## src/sv/nvse_pkg.sv

```systemverilog
// Shared types and constants for the NMEA speed extractor.
package nvse_pkg;

    localparam logic [7:0] CH_DOLLAR = 8'h24;
    localparam logic [7:0] CH_G      = 8'h47;
    localparam logic [7:0] CH_P      = 8'h50;
    localparam logic [7:0] CH_COMMA  = 8'h2C;
    localparam logic [7:0] CH_DOT    = 8'h2E;
    localparam logic [7:0] CH_CR     = 8'h0D;
    localparam logic [7:0] CH_LF     = 8'h0A;
    localparam logic [7:0] CH_ZERO   = 8'h30;
    localparam logic [7:0] CH_NINE   = 8'h39;

    localparam int TYPE_W  = 24;
    localparam int FIELD_W = 5;
    localparam int PART_W  = 16;
    localparam int WIN_W   = 48;
    localparam int CFG_W   = 24;
    localparam int CFG_IDX_W = 2;

    localparam logic [FIELD_W-1:0] FIELD_MAX = 5'd31;
    localparam logic [PART_W-1:0]  PART_SAT  = 16'hFFFF;

    localparam logic [TYPE_W-1:0]  HEADER_TYPE_RST = 24'h565447;
    localparam logic [FIELD_W-1:0] FIRST_FIELD_RST   = 5'd5;
    localparam logic [FIELD_W-1:0] SECOND_FIELD_RST  = 5'd7;

    localparam int TOK_DEPTH = 4;
    localparam int TOK_PTR_W = 2;
    localparam int TOK_CNT_W = 3;

    localparam int RES_DEPTH = 2;

    typedef enum logic [CFG_IDX_W-1:0] {
        CFG_HEADER_TYPE = 2'd0,
        CFG_FIRST_FIELD   = 2'd1,
        CFG_SECOND_FIELD  = 2'd2
    } cfg_index_t;

    typedef enum logic [1:0] {
        TOK_COMMA,
        TOK_DOT,
        TOK_DIGIT,
        TOK_END
    } token_kind_t;

    typedef struct packed {
        token_kind_t kind;
        logic [3:0]  digit;
    } token_t;

    typedef struct packed {
        logic [PART_W-1:0] knots_whole;
        logic [PART_W-1:0] knots_fraction;
        logic [PART_W-1:0] kmh_whole;
        logic [PART_W-1:0] kmh_fraction;
        logic              speed_valid;
    } result_t;

endpackage

```

## src/sv/nvse_tok_fifo.sv

```systemverilog
// Short token queue between the front and back parts.
module nvse_tok_fifo
    import nvse_pkg::*;
(
    input  logic   clk,
    input  logic   rst_n,
    input  logic   wr_en,
    input  token_t wr_token,
    output logic   full,
    input  logic   rd_en,
    output token_t rd_token,
    output logic   empty
);

    token_t                 mem_reg [TOK_DEPTH];
    logic [TOK_PTR_W-1:0]   wr_ptr_reg;
    logic [TOK_PTR_W-1:0]   wr_ptr_next;
    logic [TOK_PTR_W-1:0]   rd_ptr_reg;
    logic [TOK_PTR_W-1:0]   rd_ptr_next;
    logic [TOK_CNT_W-1:0]   count_reg;
    logic [TOK_CNT_W-1:0]   count_next;
    logic                   do_wr;
    logic                   do_rd;

    assign full     = (count_reg == TOK_CNT_W'(TOK_DEPTH));
    assign empty    = (count_reg == '0);
    assign do_wr    = wr_en && !full;
    assign do_rd    = rd_en && !empty;
    assign rd_token = mem_reg[rd_ptr_reg];

    always_comb
    begin
        wr_ptr_next = do_wr ? wr_ptr_reg + 1'b1 : wr_ptr_reg;
        rd_ptr_next = do_rd ? rd_ptr_reg + 1'b1 : rd_ptr_reg;
        count_next  = count_reg;
        if (do_wr && !do_rd)
        begin
            count_next = count_reg + 1'b1;
        end
        else if (do_rd && !do_wr)
        begin
            count_next = count_reg - 1'b1;
        end
    end

    always_ff @(posedge clk or negedge rst_n)
    begin
        if (!rst_n)
        begin
            wr_ptr_reg <= '0;
            rd_ptr_reg <= '0;
            count_reg  <= '0;
        end
        else
        begin
            wr_ptr_reg <= wr_ptr_next;
            rd_ptr_reg <= rd_ptr_next;
            count_reg  <= count_next;
        end
    end

    always_ff @(posedge clk)
    begin
        if (do_wr)
        begin
            mem_reg[wr_ptr_reg] <= wr_token;
        end
    end

`ifndef SYNTH
    assert property (@(posedge clk) disable iff (!rst_n)
        count_reg <= TOK_CNT_W'(TOK_DEPTH))
        else $error("Token queue count exceeds its depth.");

    assert property (@(posedge clk) disable iff (!rst_n)
        (do_wr && !do_rd) |=> (count_reg == $past(count_reg) + 3'd1))
        else $error("Token queue lost a write.");
`endif

endmodule

```

## src/sv/nvse_front.sv

```systemverilog
// Header hunting and byte classification into parser tokens.
module nvse_front
    import nvse_pkg::*;
(
    input  logic              clk,
    input  logic              rst_n,
    input  logic              push,
    input  logic [7:0]        rx_byte,
    input  logic [TYPE_W-1:0] header_type,
    input  logic              tok_full,
    output logic              tok_wr,
    output token_t            tok
);

    logic [WIN_W-1:0] window_reg;
    logic [WIN_W-1:0] window_next;
    logic             in_sentence_reg;
    logic             in_sentence_next;
    logic             last_cr_reg;
    logic             last_cr_next;
    logic [WIN_W-1:0] want;
    logic [WIN_W-1:0] shifted;
    logic             accept;

    assign want    = {CH_DOLLAR, CH_G, CH_P, header_type};
    assign shifted = {window_reg[WIN_W-9:0], rx_byte};
    assign accept  = push && !tok_full;

    always_comb
    begin
        window_next      = window_reg;
        in_sentence_next = in_sentence_reg;
        last_cr_next     = last_cr_reg;
        tok_wr           = 1'b0;
        tok.kind         = TOK_DIGIT;
        tok.digit        = rx_byte[3:0];
        if (accept)
        begin
            if (!in_sentence_reg)
            begin
                window_next = shifted;
                if (shifted == want)
                begin
                    in_sentence_next = 1'b1;
                    last_cr_next     = 1'b0;
                end
            end
            else if ((rx_byte == CH_LF) && last_cr_reg)
            begin
                tok_wr           = 1'b1;
                tok.kind         = TOK_END;
                in_sentence_next = 1'b0;
                window_next      = '0;
                last_cr_next     = 1'b0;
            end
            else
            begin
                last_cr_next = (rx_byte == CH_CR);
                if (rx_byte == CH_COMMA)
                begin
                    tok_wr   = 1'b1;
                    tok.kind = TOK_COMMA;
                end
                else if (rx_byte == CH_DOT)
                begin
                    tok_wr   = 1'b1;
                    tok.kind = TOK_DOT;
                end
                else if ((rx_byte >= CH_ZERO) && (rx_byte <= CH_NINE))
                begin
                    tok_wr   = 1'b1;
                    tok.kind = TOK_DIGIT;
                end
            end
        end
    end

    always_ff @(posedge clk or negedge rst_n)
    begin
        if (!rst_n)
        begin
            window_reg      <= '0;
            in_sentence_reg <= 1'b0;
            last_cr_reg     <= 1'b0;
        end
        else
        begin
            window_reg      <= window_next;
            in_sentence_reg <= in_sentence_next;
            last_cr_reg     <= last_cr_next;
        end
    end

`ifndef SYNTH
    assert property (@(posedge clk) disable iff (!rst_n)
        $rose(in_sentence_reg) |-> (window_reg == want))
        else $error("Sentence started without a header match.");
`endif

endmodule

```

## src/sv/nvse_back.sv

```systemverilog
// Speed field parser with accumulators and the result queue.
module nvse_back
    import nvse_pkg::*;
(
    input  logic               clk,
    input  logic               rst_n,
    input  logic [FIELD_W-1:0] first_speed_field,
    input  logic [FIELD_W-1:0] second_speed_field,
    input  logic               tok_empty,
    input  token_t             tok,
    output logic               tok_rd,
    input  logic               pop,
    output logic               empty,
    output result_t            result
);

    logic [FIELD_W-1:0] field_count_reg;
    logic [FIELD_W-1:0] field_count_next;
    logic               after_dot_reg;
    logic               after_dot_next;
    logic [PART_W-1:0]  parts_reg [4];
    logic [PART_W-1:0]  parts_next [4];
    logic [3:0]         part_seen_reg;
    logic [3:0]         part_seen_next;
    logic               error_reg;
    logic               error_next;

    result_t            res_mem_reg [RES_DEPTH];
    logic               res_wr_ptr_reg;
    logic               res_rd_ptr_reg;
    logic [1:0]         res_count_reg;
    logic [1:0]         res_count_next;
    logic               res_full;
    logic               res_wr;
    logic               res_rd;
    result_t            res_new;

    logic               in_knots;
    logic               in_kmh;
    logic               in_field;
    logic [1:0]         idx;
    logic [19:0]        acc;
    logic               ok;

    assign res_full = (res_count_reg == 2'(RES_DEPTH));
    assign empty    = (res_count_reg == '0);
    assign res_rd   = pop && !empty;
    assign tok_rd   = !tok_empty && ((tok.kind != TOK_END) || !res_full);
    assign result   = res_mem_reg[res_rd_ptr_reg];

    assign in_knots = (field_count_reg == first_speed_field);
    assign in_kmh   = !in_knots && (field_count_reg == second_speed_field);
    assign in_field = in_knots || in_kmh;
    assign idx      = {in_kmh, after_dot_reg};
    assign acc      = {4'b0, parts_reg[idx]} * 20'd10 + {16'b0, tok.digit};
    assign ok       = !error_reg && (part_seen_reg == 4'hF);

    always_comb
    begin
        field_count_next = field_count_reg;
        after_dot_next   = after_dot_reg;
        parts_next       = parts_reg;
        part_seen_next   = part_seen_reg;
        error_next       = error_reg;
        res_wr           = 1'b0;
        res_new.knots_whole    = ok ? parts_reg[0] : '0;
        res_new.knots_fraction = ok ? parts_reg[1] : '0;
        res_new.kmh_whole      = ok ? parts_reg[2] : '0;
        res_new.kmh_fraction   = ok ? parts_reg[3] : '0;
        res_new.speed_valid    = ok;
        if (tok_rd)
        begin
            unique case (tok.kind)
                TOK_COMMA:
                begin
                    if (in_field && !after_dot_reg)
                    begin
                        error_next = 1'b1;
                    end
                    if (field_count_reg != FIELD_MAX)
                    begin
                        field_count_next = field_count_reg + 1'b1;
                    end
                    after_dot_next = 1'b0;
                end
                TOK_DOT:
                begin
                    if (in_field)
                    begin
                        if (after_dot_reg)
                        begin
                            error_next = 1'b1;
                        end
                        after_dot_next = 1'b1;
                    end
                end
                TOK_DIGIT:
                begin
                    if (in_field)
                    begin
                        parts_next[idx]     = (acc > 20'(PART_SAT)) ? PART_SAT
                                                                    : acc[PART_W-1:0];
                        part_seen_next[idx] = 1'b1;
                    end
                end
                TOK_END:
                begin
                    res_wr           = 1'b1;
                    field_count_next = '0;
                    after_dot_next   = 1'b0;
                    parts_next[0]    = '0;
                    parts_next[1]    = '0;
                    parts_next[2]    = '0;
                    parts_next[3]    = '0;
                    part_seen_next   = '0;
                    error_next       = 1'b0;
                end
                default:
                begin
                    error_next = error_reg;
                end
            endcase
        end
        res_count_next = res_count_reg;
        if (res_wr && !res_rd)
        begin
            res_count_next = res_count_reg + 1'b1;
        end
        else if (res_rd && !res_wr)
        begin
            res_count_next = res_count_reg - 1'b1;
        end
    end

    always_ff @(posedge clk or negedge rst_n)
    begin
        if (!rst_n)
        begin
            field_count_reg <= '0;
            after_dot_reg   <= 1'b0;
            parts_reg[0]    <= '0;
            parts_reg[1]    <= '0;
            parts_reg[2]    <= '0;
            parts_reg[3]    <= '0;
            part_seen_reg   <= '0;
            error_reg       <= 1'b0;
            res_wr_ptr_reg  <= 1'b0;
            res_rd_ptr_reg  <= 1'b0;
            res_count_reg   <= '0;
        end
        else
        begin
            field_count_reg <= field_count_next;
            after_dot_reg   <= after_dot_next;
            parts_reg       <= parts_next;
            part_seen_reg   <= part_seen_next;
            error_reg       <= error_next;
            res_count_reg   <= res_count_next;
            if (res_wr)
            begin
                res_wr_ptr_reg <= !res_wr_ptr_reg;
            end
            if (res_rd)
            begin
                res_rd_ptr_reg <= !res_rd_ptr_reg;
            end
        end
    end

    always_ff @(posedge clk)
    begin
        if (res_wr)
        begin
            res_mem_reg[res_wr_ptr_reg] <= res_new;
        end
    end

`ifndef SYNTH
    assert property (@(posedge clk) disable iff (!rst_n)
        res_count_reg <= 2'(RES_DEPTH))
        else $error("Result queue count exceeds its depth.");

    assert property (@(posedge clk) disable iff (!rst_n)
        (!empty && !result.speed_valid) |->
            ((result.knots_whole == '0) && (result.knots_fraction == '0) &&
             (result.kmh_whole == '0) && (result.kmh_fraction == '0)))
        else $error("Invalid result carries nonzero speed values.");
`endif

endmodule

```

## src/sv/nmea_vtg_speed_extractor.sv

```systemverilog
// Top level of the NMEA speed extractor.
//
// Input channel: a received byte is presented on rx_byte with push high; the
// transaction completes at a clock edge where push is high and full is low.
// Result channel: while empty is low the oldest result is on the speed ports;
// the transaction completes at a clock edge where pop is high and empty is low.
// Configuration: cfg_we writes cfg_data into register cfg_index (0 header
// type, 1 knots field, 2 km/h field) at the clock edge; other indexes do nothing.
// One byte is taken every cycle while full is low. A front stage hunts for the
// header and turns bytes into tokens, a four-entry token queue decouples it
// from the parser, and the parser handles one token per cycle into a two-entry
// result queue, holding an end token while that queue is full. The closing LF's
// end token passes the token queue to the parser, whose result write makes empty
// go low. When the receiver stops popping, the result queue fills, the parser
// stalls on the next end token, the token queue fills and full rises; no data
// is lost. Reset clears all parse state, empties both queues and loads the
// default registers (VTG, fields 5 and 7).
module nmea_vtg_speed_extractor
    import nvse_pkg::*;
(
    input  logic                 clk,
    input  logic                 rst_n,
    input  logic                 cfg_we,
    input  logic [CFG_IDX_W-1:0] cfg_index,
    input  logic [CFG_W-1:0]     cfg_data,
    input  logic                 push,
    output logic                 full,
    input  logic [7:0]           rx_byte,
    output logic                 empty,
    input  logic                 pop,
    output logic [PART_W-1:0]    knots_whole,
    output logic [PART_W-1:0]    knots_fraction,
    output logic [PART_W-1:0]    kmh_whole,
    output logic [PART_W-1:0]    kmh_fraction,
    output logic                 speed_valid
);

    logic [TYPE_W-1:0]  header_type_reg;
    logic [FIELD_W-1:0] first_field_reg;
    logic [FIELD_W-1:0] second_field_reg;

    logic    tok_wr;
    token_t  tok_in;
    logic    tok_full;
    logic    tok_rd;
    token_t  tok_out;
    logic    tok_empty;
    result_t result;

    always_ff @(posedge clk or negedge rst_n)
    begin
        if (!rst_n)
        begin
            header_type_reg   <= HEADER_TYPE_RST;
            first_field_reg   <= FIRST_FIELD_RST;
            second_field_reg  <= SECOND_FIELD_RST;
        end
        else if (cfg_we)
        begin
            unique case (cfg_index)
                CFG_HEADER_TYPE:   header_type_reg   <= cfg_data[TYPE_W-1:0];
                CFG_FIRST_FIELD:   first_field_reg   <= cfg_data[FIELD_W-1:0];
                CFG_SECOND_FIELD:  second_field_reg  <= cfg_data[FIELD_W-1:0];
                default:           first_field_reg   <= first_field_reg;
            endcase
        end
    end

    assign full = tok_full;

    nvse_front u_front (
        .clk           (clk),
        .rst_n         (rst_n),
        .push          (push),
        .rx_byte       (rx_byte),
        .header_type   (header_type_reg),
        .tok_full      (tok_full),
        .tok_wr        (tok_wr),
        .tok           (tok_in)
    );

    nvse_tok_fifo u_tok_fifo (
        .clk      (clk),
        .rst_n    (rst_n),
        .wr_en    (tok_wr),
        .wr_token (tok_in),
        .full     (tok_full),
        .rd_en    (tok_rd),
        .rd_token (tok_out),
        .empty    (tok_empty)
    );

    nvse_back u_back (
        .clk                (clk),
        .rst_n              (rst_n),
        .first_speed_field  (first_field_reg),
        .second_speed_field (second_field_reg),
        .tok_empty          (tok_empty),
        .tok                (tok_out),
        .tok_rd             (tok_rd),
        .pop                (pop),
        .empty              (empty),
        .result             (result)
    );

    assign knots_whole    = result.knots_whole;
    assign knots_fraction = result.knots_fraction;
    assign kmh_whole      = result.kmh_whole;
    assign kmh_fraction   = result.kmh_fraction;
    assign speed_valid    = result.speed_valid;

endmodule

```

## config.mk

```make
export PLATFORM = sky130hd
export DESIGN_NAME = nmea_vtg_speed_extractor
export DESIGN_NICKNAME = d
export VERILOG_FILES = /design/src/sv/nvse_pkg.sv /design/src/sv/nvse_tok_fifo.sv /design/src/sv/nvse_front.sv /design/src/sv/nvse_back.sv /design/src/sv/nmea_vtg_speed_extractor.sv
export SDC_FILE = /design/constraint.sdc
export NUM_CORES = 1
export LEC_CHECK = 0
export BUFFER_PORTS_ARGS = -buffer_cell sky130_fd_sc_hd__buf_4
export CAP_MARGIN = 20
export CORE_ASPECT_RATIO = 1.4
export CORE_MARGIN = 2
export CORE_UTILIZATION = 58
export DETAILED_ROUTE_END_ITERATION = 6
export GPL_ROUTABILITY_DRIVEN = 0
export PLACE_DENSITY = 0.85
export SYNTH_ARGS = -nofsm -noshare
export SYNTH_HDL_FRONTEND = slang
export SYNTH_HIERARCHICAL = 1
export SYNTH_SLANG_ARGS = --single-unit
```

## constraint.sdc

```tcl
create_clock -name clk -period 8.65 [get_ports clk]
set_input_delay 0.865 -clock clk [delete_from_list [all_inputs] [get_ports clk]]
set_output_delay 0.865 -clock clk [all_outputs]
set_load 0.03 [all_outputs]
```

==> summary.txt <==
Logic synthesis
  – Main synth FF type: edfxtp_1
  – Synth async-reset ratio: slightly above 50%
  – Synthesized area: 14800 um^2
  – Mapped Cells: between 1000 and 1500
  – Seq/Total Area, Yosys: about three fifths
  – Post-synth EDFFs: roughly 150
  – Syn_nets: approximately 1100
  – Synth Warn #: 6
  – Top-area cell type share of the netlist area: a little under a third
  – Syn Area/Cell: ~14 um^2
  – Area contributors post-synth: edfxtp_1 31%, dfrtp_1 25%, mux2_2 7.5%
  – #FFs+latches synth: between 300 and 400
  – Synth cell types: 75
  – Yosys top cell by area: edfxtp_1

Worst setup path
  – Crit Path Max Fanout: 17
  – Critical Path Source: u_back/field_count_reg[0]$_DFFE_PN0P_
  – Slowest CP cell: a31oi_2
  – Largest stage delay, worst path: 800 ps
  – Worst-path cell chain: xor2_1, nor3_1, nand3_1, nor2_2, buf_4, mux4_2, ha_1, ha_1, inv_1, fa_1, nand2b_1, a21oi_1, xor2_1, nand4_1, or4_4, or4_4, a31oi_2, a221o_1
  – Required time worst endpoint: slightly above 9000 ps
  – R2R Path End: u_back/parts_reg[22]$_DFFE_PN0P_
  – Worst Setup Path Type: register to register
  – FF-to-FF path depth: 18
  – Critical path startpoint category: register
  – Crit path DAT: around 6800 ps
  – Reg2reg start: u_back/field_count_reg[0]$_DFFE_PN0P_
  – Worst R2R Setup Slack: about 2300 ps
  – Critical Path End Type: register

Finish
  – Area grow syn2layout: 13.7%
  – Register area: just under 9000 um^2
  – Nets: between 1000 and 1500
  – Number of fill cells: between 1500 and 2000
  – Max reg flops: 130
  – Final Non-Filler Cells: about 1500
  – Multi-input logic area: between 5000 and 6000 um^2
  – Layout cells sized above 1: 29.0%
  – Diodes inserted: 0

Clock network
  – Post-CTS setup buffers: 0
  – Skew-Pair Late Insertion Delay: approximately 550 ps
  – Clock-pin slew on the worst setup and hold paths: approximately 60 ps
  – CTS tree: built
  – Post-CTS Hold Fix Bufs: 0
  – Post-CTS Resized: 0
  – # H-tree levels: 1
  – CTS root buffer: clkbuf_16
  – CTS buffer count: 28
  – Max clock buf depth: 3
  – CTS sink count: about 320

Place
  – Setup WS pre-CTS: 2540 ps
  – # placed instances: between 1000 and 1500
  – Port Buf Inserts: 105
  – Placed wire-length estimate: 21000 um

Timing
  – Slew HR: between 30% and 40%
  – Crit path time final: between 6000 and 7000 ps
  – Setup ws final: 2280 ps
  – Fin. Hold Viols: 0
  – Setup TNS: 0 ps
  – RSZ-0062 raised after global routing: false
  – Max-slew violations: 0
  – Period utilization: between 70% and 80%
  – Clk_skew: between 10 and 15 ps
  – Setup violators final: 0
  – Fmax: about 0.16 GHz
  – Worst-Margin Slew: roughly 940 ps

Die
  – FP Rows: just under 70
  – Die ar.: 26800 um^2
  – Starting density of the core: between 50% and 60%
  – Num ports: between 100 and 150
  – Die H: approximately 190 um
  – Width of the die: 139 um
  – Core Footprint: around 25000 um^2

Outcome
  – Status: completed

Global route
  – Largest net degree at the start of global routing: 94
  – Met3 Usage GRT: between 2 and 3%
  – Met1 Usage GRT: about 28%
  – First-pass GRT wire length: approximately 50000 um
  – Met2 usage: 42.2%
  – Gr usage total: between 20% and 30%
  – Most Crowded Layer GR: met2
  – Vias in the first global route: approximately 9600
  – Grt total ovfl: 0
  – Initial antenna violation count: 0

Detailed routing
  – Post-DR wirelength/cell: between 20 and 25 um
  – DR iter-0 viols: ~740
  – Post-DRT Antenna Nets: 0
  – TritonRoute pass-1 iters: 6
  – Via density: ~6.3
  – Drt total wl: around 31000 um
  – Remaining DRCs: 0
  – Via count: roughly 9300

Hold path
  – Hold Path Class: input port to asynchronous set/reset pin

Pwr
  – Pleak: about 0.0064 uW
  – Peak VDD IR: roughly 0.24 mV
  – P per Cell Area: about 190 nW/um^2
  – Overall power: 3140 uW

Run
  – Max-Cap Viols: 0
==> cells by family (layout without fill, tap and decap cells) <==
logic type	Yosys count	count (layout)	share of synthesized area, %
AO/OA/AOI/OAI	187	187	10.7
buffers and inverters	80	197	2.60
flip-flops	316	316	58.8
adder cells (fa/ha/maj)	46	46	4.04
multiplexers	126	126	11.3
AND/OR/NAND/NOR	218	218	8.70
XOR/XNOR	65	65	3.85
==> worst max path at each step <==
stage                     slack, ps  depth (start not counted)                                to
final                          2280                         18  u_back/parts_reg[22]$_DFFE_PN0P_
after CTS                      2350                         18  u_back/parts_reg[22]$_DFFE_PN0P_
after detailed placement       2540                         18  u_back/parts_reg[22]$_DFFE_PN0P_
after global placement         2740                         18  u_back/parts_reg[16]$_DFFE_PN0P_
after global routing           2000                         18  u_back/parts_reg[22]$_DFFE_PN0P_
after floorplan                2680                         20   u_back/parts_reg[6]$_DFFE_PN0P_
==> power by group <==
part,leakage (uW),switching [uW],internal (uW)
sequential,0.00321,46.5,1630
clock,0.000478,534,773
combinational,0.00276,66.5,85.9
total,0.00645,647,2490
==> stage by stage <==
step / utilization (%) / hold slack (ps) / area (um^2)
after floorplan: - / 461 / 14800
after global placement: 62.7 / 483 / 15800
after detailed placement: 62.7 / 488 / 15800
after CTS: 66.6 / 429 / 16800
after global routing: 66.7 / 465 / 16800
final: 66.7 / 384 / 16800
==> cell usage after synthesis, drive strengths merged, types with 4 or more instances <==
| cell | number |
|---|---|
| edfxtp | 154 |
| dfrtp | 146 |
| mux2 | 101 |
| and2 | 68 |
| a221o | 61 |
| a22o | 47 |
| xnor2 | 45 |
| ha | 43 |
| nand2 | 36 |
| clkbuf | 35 |
| nor2 | 32 |
| inv | 23 |
| buf | 22 |
| mux4 | 22 |
| a21oi | 21 |
| xor2 | 20 |
| o21ai | 17 |
| dfstp | 16 |
| nand4 | 14 |
| nor3 | 9 |
| a21o | 8 |
| nand2b | 8 |
| and3 | 7 |
| nand3 | 7 |
| nor2b | 6 |
| or3 | 6 |
| a211oi | 5 |
| a31oi | 5 |
| nor4 | 4 |
| nor4b | 4 |
| nor4bb | 4 |
==> cell usage in the layout, fill, tap and decap left out, drive strengths merged, types with 21 or more instances in the layout <==
cell type    n
a21oi       21
a221o       61
a22o        47
and2        68
buf        122
clkbuf      42
dfrtp      146
edfxtp     154
ha          43
inv         25
mux2       101
mux4        22
nand2       36
nor2        32
xnor2       45
==> layer usage <==
layer | vias up | share of wire, %
met5 | - | 0
li1 | 4148 | -
met3 | 109 | 5.9
met4 | 0 | 4.3
met2 | 454 | 52
met1 | 4610 | 37
==> area by class of cell <==
class,instances,share of cell area [%]
Clock inverter,10,0.937
Multi-Input combinational cell,642,34.0
Clock buffer,42,4.85
Sequential cell,316,51.7
Tap cell,319,2.37
Timing Repair Buffer,122,5.56
Inverter,23,0.513
==> critical path: cells and delay by family (launching register included) <==
kind	cells	cell delay [ps]
compound gates	3	1260
xor+xnor	2	510
fa+ha+maj	3	920
buf+inv	2	390
flops	1	470
mux	1	610
simple gates	7	2120
Power figures use the tool's default switching activity.
